--- config.mk ---
export PLATFORM = sky130hd
export DESIGN_NAME = sha256_byte_stream_hasher
export DESIGN_NICKNAME = d
export VERILOG_FILES = /design/src/sbh_pkg.sv /design/src/sbh_hmem.sv /design/src/sbh_bmem.sv /design/src/sbh_round.sv /design/src/sha256_byte_stream_hasher.sv
export SDC_FILE = /design/constraint.sdc
export NUM_CORES = 2
export LEC_CHECK = 0
export BUFFER_PORTS_ARGS = -buffer_cell sky130_fd_sc_hd__buf_2
export CAP_MARGIN = 30
export CORE_MARGIN = 3
export CORE_UTILIZATION = 45
export CTS_CLUSTER_DIAMETER = 200
export DETAILED_ROUTE_END_ITERATION = 16
export HOLD_SLACK_MARGIN = 0.06
export PLACE_DENSITY_LB_ADDON = 0.3
export SYNTH_ARGS = -nofsm -noshare
export SYNTH_HDL_FRONTEND = slang
export SYNTH_SLANG_ARGS = --single-unit
--- constraint.sdc ---
create_clock -name i_clk -period 31.6 [get_ports i_clk]
set_input_delay 4.74 -clock i_clk [delete_from_list [all_inputs] [get_ports i_clk]]
set_output_delay 4.74 -clock i_clk [all_outputs]
set_load 0.05 [all_outputs]
--- src/sbh_pkg.sv ---
// Shared types, constants and SHA-256 functions for the byte stream hasher.
`timescale 1ns / 1ps

package sbh_pkg;

    localparam logic [7:0] PadByte = 8'h80;
    localparam logic [5:0] LenPos  = 6'd56;

    // Control from the sequencer to the round engine.
    typedef struct packed {
        logic       load_shift;
        logic       add_shift;
        logic       round_en;
        logic [5:0] rnd;
    } t_core_ctl;

    // Control for the hash state memory.
    typedef struct packed {
        logic [2:0]  raddr;
        logic        we;
        logic        clr;
        logic [2:0]  waddr;
        logic [31:0] wdata;
    } t_hmem_ctl;

    // Control for the block memory.
    typedef struct packed {
        logic [3:0]  raddr;
        logic        we;
        logic [3:0]  waddr;
        logic [31:0] wdata;
    } t_bmem_ctl;

    function automatic logic [31:0] rotr(input logic [31:0] x, input int unsigned n);
        return (x >> n) | (x << (32 - n));
    endfunction

    function automatic logic [31:0] big_s0(input logic [31:0] x);
        return rotr(x, 2) ^ rotr(x, 13) ^ rotr(x, 22);
    endfunction

    function automatic logic [31:0] big_s1(input logic [31:0] x);
        return rotr(x, 6) ^ rotr(x, 11) ^ rotr(x, 25);
    endfunction

    function automatic logic [31:0] small_s0(input logic [31:0] x);
        return rotr(x, 7) ^ rotr(x, 18) ^ (x >> 3);
    endfunction

    function automatic logic [31:0] small_s1(input logic [31:0] x);
        return rotr(x, 17) ^ rotr(x, 19) ^ (x >> 10);
    endfunction

    function automatic logic [31:0] iv_const(input logic [2:0] idx);
        logic [31:0] v;
        unique case (idx)
            3'd0: v = 32'h6a09e667;
            3'd1: v = 32'hbb67ae85;
            3'd2: v = 32'h3c6ef372;
            3'd3: v = 32'ha54ff53a;
            3'd4: v = 32'h510e527f;
            3'd5: v = 32'h9b05688c;
            3'd6: v = 32'h1f83d9ab;
            3'd7: v = 32'h5be0cd19;
            default: v = '0;
        endcase
        return v;
    endfunction

    function automatic logic [31:0] k_const(input logic [5:0] idx);
        logic [31:0] v;
        unique case (idx)
            6'd0:  v = 32'h428a2f98;  6'd1:  v = 32'h71374491;
            6'd2:  v = 32'hb5c0fbcf;  6'd3:  v = 32'he9b5dba5;
            6'd4:  v = 32'h3956c25b;  6'd5:  v = 32'h59f111f1;
            6'd6:  v = 32'h923f82a4;  6'd7:  v = 32'hab1c5ed5;
            6'd8:  v = 32'hd807aa98;  6'd9:  v = 32'h12835b01;
            6'd10: v = 32'h243185be;  6'd11: v = 32'h550c7dc3;
            6'd12: v = 32'h72be5d74;  6'd13: v = 32'h80deb1fe;
            6'd14: v = 32'h9bdc06a7;  6'd15: v = 32'hc19bf174;
            6'd16: v = 32'he49b69c1;  6'd17: v = 32'hefbe4786;
            6'd18: v = 32'h0fc19dc6;  6'd19: v = 32'h240ca1cc;
            6'd20: v = 32'h2de92c6f;  6'd21: v = 32'h4a7484aa;
            6'd22: v = 32'h5cb0a9dc;  6'd23: v = 32'h76f988da;
            6'd24: v = 32'h983e5152;  6'd25: v = 32'ha831c66d;
            6'd26: v = 32'hb00327c8;  6'd27: v = 32'hbf597fc7;
            6'd28: v = 32'hc6e00bf3;  6'd29: v = 32'hd5a79147;
            6'd30: v = 32'h06ca6351;  6'd31: v = 32'h14292967;
            6'd32: v = 32'h27b70a85;  6'd33: v = 32'h2e1b2138;
            6'd34: v = 32'h4d2c6dfc;  6'd35: v = 32'h53380d13;
            6'd36: v = 32'h650a7354;  6'd37: v = 32'h766a0abb;
            6'd38: v = 32'h81c2c92e;  6'd39: v = 32'h92722c85;
            6'd40: v = 32'ha2bfe8a1;  6'd41: v = 32'ha81a664b;
            6'd42: v = 32'hc24b8b70;  6'd43: v = 32'hc76c51a3;
            6'd44: v = 32'hd192e819;  6'd45: v = 32'hd6990624;
            6'd46: v = 32'hf40e3585;  6'd47: v = 32'h106aa070;
            6'd48: v = 32'h19a4c116;  6'd49: v = 32'h1e376c08;
            6'd50: v = 32'h2748774c;  6'd51: v = 32'h34b0bcb5;
            6'd52: v = 32'h391c0cb3;  6'd53: v = 32'h4ed8aa4a;
            6'd54: v = 32'h5b9cca4f;  6'd55: v = 32'h682e6ff3;
            6'd56: v = 32'h748f82ee;  6'd57: v = 32'h78a5636f;
            6'd58: v = 32'h84c87814;  6'd59: v = 32'h8cc70208;
            6'd60: v = 32'h90befffa;  6'd61: v = 32'ha4506ceb;
            6'd62: v = 32'hbef9a3f7;  6'd63: v = 32'hc67178f2;
            default: v = '0;
        endcase
        return v;
    endfunction

endpackage

--- src/sbh_hmem.sv ---
// Hash state memory: 8 x 32, registered read, entries without a valid bit read as the IV.
`timescale 1ns / 1ps

module sbh_hmem (
    input  logic              i_clk,
    input  logic              i_rst_n,
    input  sbh_pkg::t_hmem_ctl i_ctl,
    output logic [31:0]       o_rdata
);
    import sbh_pkg::*;

    logic [31:0] r_mem [8];
    logic [7:0]  r_valid;
    logic [31:0] r_rd;
    logic        r_rd_vld;
    logic [2:0]  r_raddr_q;

    always_ff @(posedge i_clk) begin
        if (i_ctl.we) begin
            r_mem[i_ctl.waddr] <= i_ctl.wdata;
        end
        r_rd      <= r_mem[i_ctl.raddr];
        r_raddr_q <= i_ctl.raddr;
    end

    always_ff @(posedge i_clk) begin
        if (!i_rst_n) begin
            r_valid  <= '0;
            r_rd_vld <= 1'b0;
        end else begin
            r_rd_vld <= r_valid[i_ctl.raddr];
            if (i_ctl.we) begin
                r_valid[i_ctl.waddr] <= 1'b1;
            end else if (i_ctl.clr) begin
                r_valid[i_ctl.waddr] <= 1'b0;
            end
        end
    end

    assign o_rdata = r_rd_vld ? r_rd : iv_const(r_raddr_q);

endmodule

--- src/sbh_bmem.sv ---
// Block memory: sixteen big-endian 32-bit message words, registered read.
`timescale 1ns / 1ps

module sbh_bmem (
    input  logic               i_clk,
    input  sbh_pkg::t_bmem_ctl i_ctl,
    output logic [31:0]        o_rdata
);
    import sbh_pkg::*;

    logic [31:0] r_mem [16];
    logic [31:0] r_rd;

    always_ff @(posedge i_clk) begin
        if (i_ctl.we) begin
            r_mem[i_ctl.waddr] <= i_ctl.wdata;
        end
        r_rd <= r_mem[i_ctl.raddr];
    end

    assign o_rdata = r_rd;

endmodule

--- src/sbh_round.sv ---
// Round engine: working variables a..h and the sixteen-word schedule shift line.
`timescale 1ns / 1ps

module sbh_round (
    input  logic               i_clk,
    input  sbh_pkg::t_core_ctl i_ctl,
    input  logic [31:0]        i_hdata,
    input  logic [31:0]        i_bdata,
    output logic [31:0]        o_v0
);
    import sbh_pkg::*;

    logic [31:0] r_v [8];
    logic [31:0] r_w [16];
    logic [31:0] w_new;
    logic [31:0] w_cur;
    logic [31:0] ch;
    logic [31:0] maj;
    logic [31:0] t1;
    logic [31:0] t2;

    always_comb begin
        w_new = small_s1(r_w[14]) + r_w[9] + small_s0(r_w[1]) + r_w[0];
        w_cur = (i_ctl.rnd[5:4] == 2'd0) ? i_bdata : w_new;
        ch    = (r_v[4] & r_v[5]) ^ (~r_v[4] & r_v[6]);
        maj   = (r_v[0] & r_v[1]) ^ (r_v[0] & r_v[2]) ^ (r_v[1] & r_v[2]);
        t1    = r_v[7] + big_s1(r_v[4]) + ch + k_const(i_ctl.rnd) + w_cur;
        t2    = big_s0(r_v[0]) + maj;
    end

    always_ff @(posedge i_clk) begin
        if (i_ctl.load_shift || i_ctl.add_shift) begin
            // shift toward a; load brings the next hash word in at h
            for (int k = 0; k < 7; k++) begin
                r_v[k] <= r_v[k + 1];
            end
            if (i_ctl.load_shift) begin
                r_v[7] <= i_hdata;
            end
        end else if (i_ctl.round_en) begin
            r_v[7] <= r_v[6];
            r_v[6] <= r_v[5];
            r_v[5] <= r_v[4];
            r_v[4] <= r_v[3] + t1;
            r_v[3] <= r_v[2];
            r_v[2] <= r_v[1];
            r_v[1] <= r_v[0];
            r_v[0] <= t1 + t2;
        end
        if (i_ctl.round_en) begin
            for (int k = 0; k < 15; k++) begin
                r_w[k] <= r_w[k + 1];
            end
            r_w[15] <= w_cur;
        end
    end

    assign o_v0 = r_v[0];

endmodule

--- src/sha256_byte_stream_hasher.sv ---
// Top level of the SHA-256 byte stream hasher: byte packing, padding, round sequencing, digest out.
`timescale 1ns / 1ps

//  channel | direction | handshake                  | payload
//  --------+-----------+----------------------------+------------------------------------------
//  in      | to block  | i_in_valid / o_in_stall    | i_data_byte, i_has_byte, i_last_byte
//  out     | from block| o_out_valid / i_out_stall  | o_digest_word, o_word_index, o_last_word
//
//  A byte that neither completes a 64-byte block nor ends a message does not stall.
//  A byte that completes a block stalls the input while the hash state memory is read
//  into a..h, 64 rounds run at one per cycle and a..h are added back into memory.
//  A last transaction adds a setup step, up to 18 padding writes and one or two
//  compressions, then per digest word a read, a capture and the output handshake.
//  Synchronous active-low reset; the hash state reads as the IV after reset, no sweep.

module sha256_byte_stream_hasher (
    input  logic        i_clk,
    input  logic        i_rst_n,
    input  logic        i_in_valid,
    output logic        o_in_stall,
    input  logic [7:0]  i_data_byte,
    input  logic        i_has_byte,
    input  logic        i_last_byte,
    output logic        o_out_valid,
    input  logic        i_out_stall,
    output logic [31:0] o_digest_word,
    output logic [2:0]  o_word_index,
    output logic        o_last_word
);
    import sbh_pkg::*;

    typedef enum logic [2:0] {
        S_IDLE,
        S_PSET,
        S_PAD,
        S_LOAD,
        S_ROUND,
        S_ADD,
        S_DRD,
        S_DWAIT
    } t_state;

    t_state      r_state;
    logic [60:0] r_cnt;      // message bytes, wraps mod 2^61
    logic [23:0] r_word;     // last three bytes taken, for the partial word
    logic [3:0]  r_i;        // memory sweep step during load and add
    logic [5:0]  r_t;        // round
    logic [3:0]  r_pwi;      // padding word address
    logic        r_first;    // next padding word carries the pad byte
    logic        r_lenblk;   // this padding block ends with the length
    logic        r_fin;      // message ended, finish once compression is done
    logic        r_padded;   // padding has started
    logic [2:0]  r_k;        // digest word
    logic        r_dcap;     // digest read data arrives this cycle
    logic        r_ovalid;
    logic [31:0] r_odata;
    logic        r_olast;

    t_core_ctl   core_ctl;
    t_hmem_ctl   hmem_ctl;
    t_bmem_ctl   bmem_ctl;
    logic [31:0] hrdata;
    logic [31:0] brdata;
    logic [31:0] v0;
    logic [3:0]  step_prev;
    logic [31:0] part_word;
    logic [31:0] pad_word;
    logic        in_acc;

    assign in_acc     = i_in_valid && (r_state == S_IDLE);
    assign o_in_stall = (r_state != S_IDLE);
    assign step_prev  = r_i - 4'd1;

    // Build the padding word: kept message bytes, the pad byte, zeros, the bit length.
    always_comb begin
        unique case (r_cnt[1:0])
            2'd0: part_word = {PadByte, 24'h0};
            2'd1: part_word = {r_word[7:0], PadByte, 16'h0};
            2'd2: part_word = {r_word[15:0], PadByte, 8'h0};
            2'd3: part_word = {r_word, PadByte};
            default: part_word = '0;
        endcase
        pad_word = r_first ? part_word : 32'h0;
        if (r_lenblk && (r_pwi == 4'd14)) begin
            pad_word = pad_word | r_cnt[60:29];
        end
        if (r_lenblk && (r_pwi == 4'd15)) begin
            pad_word = pad_word | {r_cnt[28:0], 3'b000};
        end
    end

    always_comb begin
        core_ctl.load_shift = (r_state == S_LOAD) && (r_i != 4'd0);
        core_ctl.add_shift  = (r_state == S_ADD) && (r_i != 4'd0);
        core_ctl.round_en   = (r_state == S_ROUND);
        core_ctl.rnd        = r_t;

        // Read the hash word for the step; write back the sum one step behind.
        hmem_ctl.raddr = (r_state == S_DRD) ? r_k : r_i[2:0];
        hmem_ctl.we    = (r_state == S_ADD) && (r_i != 4'd0);
        hmem_ctl.clr   = r_dcap;
        hmem_ctl.waddr = r_dcap ? r_k : step_prev[2:0];
        hmem_ctl.wdata = hrdata + v0;

        // Prefetch the message word for the next round.
        bmem_ctl.raddr = (r_state == S_ROUND) ? (r_t[3:0] + 4'd1) : 4'd0;
        if (r_state == S_PAD) begin
            bmem_ctl.we    = 1'b1;
            bmem_ctl.waddr = r_pwi;
            bmem_ctl.wdata = pad_word;
        end else begin
            bmem_ctl.we    = in_acc && i_has_byte && (r_cnt[1:0] == 2'd3);
            bmem_ctl.waddr = r_cnt[5:2];
            bmem_ctl.wdata = {r_word, i_data_byte};
        end
    end

    sbh_hmem u_hmem (
        .i_clk   (i_clk),
        .i_rst_n (i_rst_n),
        .i_ctl   (hmem_ctl),
        .o_rdata (hrdata)
    );

    sbh_bmem u_bmem (
        .i_clk   (i_clk),
        .i_ctl   (bmem_ctl),
        .o_rdata (brdata)
    );

    sbh_round u_round (
        .i_clk   (i_clk),
        .i_ctl   (core_ctl),
        .i_hdata (hrdata),
        .i_bdata (brdata),
        .o_v0    (v0)
    );

    always_ff @(posedge i_clk) begin
        if (!i_rst_n) begin
            r_state  <= S_IDLE;
            r_cnt    <= '0;
            r_i      <= '0;
            r_t      <= '0;
            r_pwi    <= '0;
            r_first  <= 1'b0;
            r_lenblk <= 1'b0;
            r_fin    <= 1'b0;
            r_padded <= 1'b0;
            r_k      <= '0;
            r_dcap   <= 1'b0;
            r_ovalid <= 1'b0;
            r_olast  <= 1'b0;
        end else begin
            r_dcap <= 1'b0;
            unique case (r_state)
                S_IDLE: begin
                    if (i_in_valid) begin
                        if (i_has_byte) begin
                            r_cnt  <= r_cnt + 61'd1;
                            r_word <= {r_word[15:0], i_data_byte};
                            r_fin  <= i_last_byte;
                            if (r_cnt[5:0] == 6'd63) begin
                                r_state <= S_LOAD;
                                r_i     <= '0;
                            end else if (i_last_byte) begin
                                r_state <= S_PSET;
                            end
                        end else if (i_last_byte) begin
                            r_fin   <= 1'b1;
                            r_state <= S_PSET;
                        end
                    end
                end
                S_PSET: begin
                    // start padding at the word that holds the pad byte
                    r_pwi    <= r_cnt[5:2];
                    r_first  <= 1'b1;
                    r_lenblk <= (r_cnt[5:0] < LenPos);
                    r_padded <= 1'b1;
                    r_state  <= S_PAD;
                end
                S_PAD: begin
                    r_first <= 1'b0;
                    if (r_pwi == 4'd15) begin
                        r_state <= S_LOAD;
                        r_i     <= '0;
                    end else begin
                        r_pwi <= r_pwi + 4'd1;
                    end
                end
                S_LOAD: begin
                    r_i <= r_i + 4'd1;
                    if (r_i == 4'd8) begin
                        r_state <= S_ROUND;
                        r_t     <= '0;
                    end
                end
                S_ROUND: begin
                    r_t <= r_t + 6'd1;
                    if (r_t == 6'd63) begin
                        r_state <= S_ADD;
                        r_i     <= '0;
                    end
                end
                S_ADD: begin
                    r_i <= r_i + 4'd1;
                    if (r_i == 4'd8) begin
                        priority if (!r_fin) begin
                            r_state <= S_IDLE;
                        end else if (!r_padded) begin
                            r_state <= S_PSET;
                        end else if (!r_lenblk) begin
                            // length did not fit: one more block, zeros then length
                            r_pwi    <= '0;
                            r_first  <= 1'b0;
                            r_lenblk <= 1'b1;
                            r_state  <= S_PAD;
                        end else begin
                            r_k     <= '0;
                            r_state <= S_DRD;
                        end
                    end
                end
                S_DRD: begin
                    r_dcap  <= 1'b1;
                    r_state <= S_DWAIT;
                end
                S_DWAIT: begin
                    if (r_dcap) begin
                        // capture the word; its entry goes back to the IV
                        r_odata  <= hrdata;
                        r_olast  <= (r_k == 3'd7);
                        r_ovalid <= 1'b1;
                    end else if (r_ovalid && !i_out_stall) begin
                        r_ovalid <= 1'b0;
                        if (r_k == 3'd7) begin
                            r_state  <= S_IDLE;
                            r_cnt    <= '0;
                            r_fin    <= 1'b0;
                            r_padded <= 1'b0;
                        end else begin
                            r_k     <= r_k + 3'd1;
                            r_state <= S_DRD;
                        end
                    end
                end
                default: r_state <= S_IDLE;
            endcase
        end
    end

    assign o_out_valid   = r_ovalid;
    assign o_digest_word = r_odata;
    assign o_word_index  = r_k;
    assign o_last_word   = r_olast;

endmodule

==> out/results.txt <==
After detailed routing, the average wire length per cell comes to 24.37 µm. The primary flip-flop cell chosen by synthesis mapping was sky130_fd_sc_hd__edfxtp_1. The number of nets in the layout is 7567, and the die outline width is 441.2 µm. The run finished with clean final reports. Prior to clock tree synthesis, the placed netlist has a worst setup slack of 21.66 ns.

The proportion of register bits with asynchronous set or reset after synthesis was 0%; the share of the core filled with cells in the final layout was 50.45%. Detailed-route vias per instance: 5.718. Worst relative slew slack: 25.27%. The number of warning messages in the yosys log came out at 0.

In this run the critical register-to-register path is captured at u_round.r_v[0][31]. The tools report the endpoint of the most critical setup path as u_round.r_v[0][31]. Among all stages on the critical path, the largest delay is contributed by sky130_fd_sc_hd__fa_1. The violation count after the first detailed-route iteration is 6332. The tools report the first element of the critical path as u_round.r_w[0][51]. The number of synthesized flops with an enable pin came out at 1592. The tools report the number of antenna violations at the first check in global routing as 9.

The number of CTS-inserted buffers was 185. For the pin with the worst max-slew slack, the measured transition is 1.093 ns. The total clock sinks came out at 1815.

The startpoint identified for the worst register-to-register timing path is u_round.r_w[0][51]. The clock passes through at most 3 buffers. Setup repair after global routing left no endpoint under its margin. After synthesis, the largest area contributor takes up 56.09% of total cell area.

Source of the worst hold timing path: u_round.r_w[0][149]. Counting cells, the worst reg-to-reg path comes to 39. The summed instance area of the synthesized netlist is 85230 µm², and the met1 usage in global routing is 34.86%. The minimum clock period after layout was 10.06 ns. The die covers 194600 µm².

The maximum cell stage delay along the critical path was 0.52 ns. Setup violations remaining at the end of the flow were counted as 0. The y dimension of the die was 441.2 µm; the combined buffer and inverter count along the critical path was 4. After Yosys synthesis, and, or, nand and nor cells account for 11.63% of the synthesized area.

The cell family with the largest share of critical-path delay was compound AO/OA/AOI/OAI gates. Final number of max-transition violations: 0. Summed over all failing endpoints, the final setup total negative slack is 0 ns.

Static timing analysis puts the maximum clock frequency at 0.09944 GHz. The initialized floorplan defines 159 standard-cell rows. The sequential share of the synthesized area is 61.33%. The starting density of the core is 45.33%, and the critical path data required time is 32.24 ns.

VDD sags by at most 0.0001367 V. After synthesis, the largest family of logic cells by area is simple AND/OR/NAND/NOR gates. The count of state elements after synthesis works out to 1815. Kind of end point of the critical path: a flop. For the residual antenna-violating net count after detailed routing, the log shows 0. In this run the worst path has a maximum fanout of 5.

The hold violation count in the final report was 0; the xor and xnor fraction of the mapped netlist area was 4.623%. The number of maximum-capacitance violations came out at 0. Hold timing on the final database bottoms out at a slack of 0.4102 ns. Leaving out fill and tap cells, the most frequent cell in the layout is sky130_fd_sc_hd__edfxtp_1. The run gives 0 as the number of gates given a new drive strength after cts. Total number of vias: 56200. Cells with a size suffix above 1 make up 8.483% of the layout. The distinct cell type count of the synthesized netlist was 104; the number of nets produced by synthesis was 7597. Global routing used 4.477% of the available met3 tracks. For the wire length of the first global-routing pass, the log shows 353.3 mm.

The overall power consumption was 10.40 mW. The final RePlAce weighted congestion is 0.9638, and the core area is 188000 µm². The path class of the tightest hold or removal check is reg -> reg.

For this design the static power due to leakage is 34.40 nW. For met2 alone, demand over resource in global routing was 37.72%. Counting buffers and inverters, the worst setup path is 39 cells deep.

The complex-gate fraction of the synthesized area is 9.910%. In the layout the commonest cells are sky130_fd_sc_hd__edfxtp_1, sky130_fd_sc_hd__nand2_1, sky130_fd_sc_hd__inv_1. The wire-length estimate of the detail-placed layout is 158.1 mm. TritonCTS built the clock tree. The count of pins on the block boundary was 52; the area share of fa/ha/maj cells after synthesis was 7.229%. Data on the critical path arrives at its endpoint at 10.70 ns. For this run, the detailed router's first-pass iteration total came to 7. The via count of the first global-routing pass came out at 53460. The total of buffers placed on input and output ports came out at 51. The clock tree root driver cell is sky130_fd_sc_hd__clkbuf_16. The number of buffers inserted by hold repair at cts was 0. The part of the cycle the worst path needs works out to 31.82%.

The global-route layer with the greatest usage is met2. The power density relative to cell area works out to 109.6 nW/µm². Clock-pin slew was measured on the worst setup and hold paths at 0.06 ns. Of all cell types, the one taking the most synthesized area is sky130_fd_sc_hd__edfxtp_1.

For the largest net degree at the start of global routing, the log shows 91. In this run the number of H-tree levels came out at 4. Cell type with the highest occurrence count on the critical path: sky130_fd_sc_hd__fa_1.

For the post-CTS setup-driven buffer insertion count, the log shows 0. Wires add up to 239.5 mm. The tools report the startpoint type of the worst setup path as a flop. Clock latency on the worst-skew pair, taken at its later pin, is 0.83 ns. Of the post-synthesis cell area, the part taken by muxes is 1.753%. The run gives 21.54 ns as the slack of the critical path.

Synthesis produced a netlist whose cell count is 7205. For this run, design rule violations remaining after detail routing come to 0. Sorting the synthesized cells by area gives the leading types as sky130_fd_sc_hd__edfxtp_1, sky130_fd_sc_hd__nand2_1, sky130_fd_sc_hd__dfxtp_1. Across all register-to-register paths, the minimum setup slack is 21.54 ns. The setup clock skew after layout is 0.04606 ns. The setup path with the least slack is of type reg -> reg.

The average size of a mapped cell came out at 11.83 µm². Global routing consumed, over all layers together, 24.32% of the routing resources. After global routing the overflow that remains totals 0.

The layout overhead on the synthesized area works out to 11.30%.
## registers in the layout, indices dropped and copies added, names as in the netlist, 3 cells and up, named ones only
name,flops
u_bmem.r_mem,512
u_round.r_w,512
u_hmem.r_mem,256
u_round.r_v,256
r_cnt,61
o_digest_word,32
u_bmem.o_rdata,32
u_hmem.r_rd,32
r_word,24
r_t,6
r_i,4
r_pwi,4
o_word_index,3
r_state,3
## metrics by stage
step                      area (µm²)  std cells
after floorplan                85230       7205
after CTS                      94730       9822
after detailed placement       88430       9478
after global placement         88350       9473
final                          94850       9828
after global routing           94850       9828
## kinds of logic after synthesis
kind of cell | Yosys count
buffers and inverters | 795
adder cells (fa/ha/maj) | 380
XOR/XNOR | 445
AO/OA/AOI/OAI | 1304
AND/OR/NAND/NOR | 2326
multiplexers | 140
flip-flops | 1815
## routing by layer
layer  wire [µm]  vias up
li1            -    25530
met5          42        -
met1      103700    27960
met3       18700      396
met4        7288        6
met2      109800     2305
## cell usage after synthesis, types with 64 or more instances
library cell,count
sky130_fd_sc_hd__a211oi_1,93
sky130_fd_sc_hd__a21o_1,88
sky130_fd_sc_hd__a21oi_1,276
sky130_fd_sc_hd__a311oi_1,102
sky130_fd_sc_hd__clkbuf_1,353
sky130_fd_sc_hd__dfxtp_1,223
sky130_fd_sc_hd__edfxtp_1,1592
sky130_fd_sc_hd__fa_1,188
sky130_fd_sc_hd__ha_1,190
sky130_fd_sc_hd__inv_1,385
sky130_fd_sc_hd__mux2_2,64
sky130_fd_sc_hd__mux2i_1,75
sky130_fd_sc_hd__nand2_1,1353
sky130_fd_sc_hd__nand3_1,299
sky130_fd_sc_hd__nor2_1,386
sky130_fd_sc_hd__nor2b_1,78
sky130_fd_sc_hd__o21ai_0,384
sky130_fd_sc_hd__xnor2_1,274
sky130_fd_sc_hd__xor2_1,168
## cell type report
class	count	area, µm²
inverter	392	1481
tap	2495	3122
timing repair buffer	186	1400
fill	16220	93150
sequential	1815	52270
antenna	1	2.502
multi-input combinational	4595	30280
clock inverter	86	1097
clock buffer	258	5201
## report_power, final
group	switching, mW	internal, mW
clock network	0.946	1.31
registers	0.0919	2.82
logic	3.18	2.05
total	4.21	6.18
## worst min path at each step
| stage | to | cells after the start |
|---|---|---|
| floorplan | u_round.r_w[0][100] | 0 |
| global placement | u_round.r_w[0][178] | 0 |
| detailed placement | u_round.r_w[0][102] | 0 |
| CTS | u_round.r_w[0][128] | 0 |
| global route | u_round.r_w[1][68] | 0 |
| finish | u_round.r_w[0][117] | 0 |
Note: power is estimated with default switching activity, not from simulation.
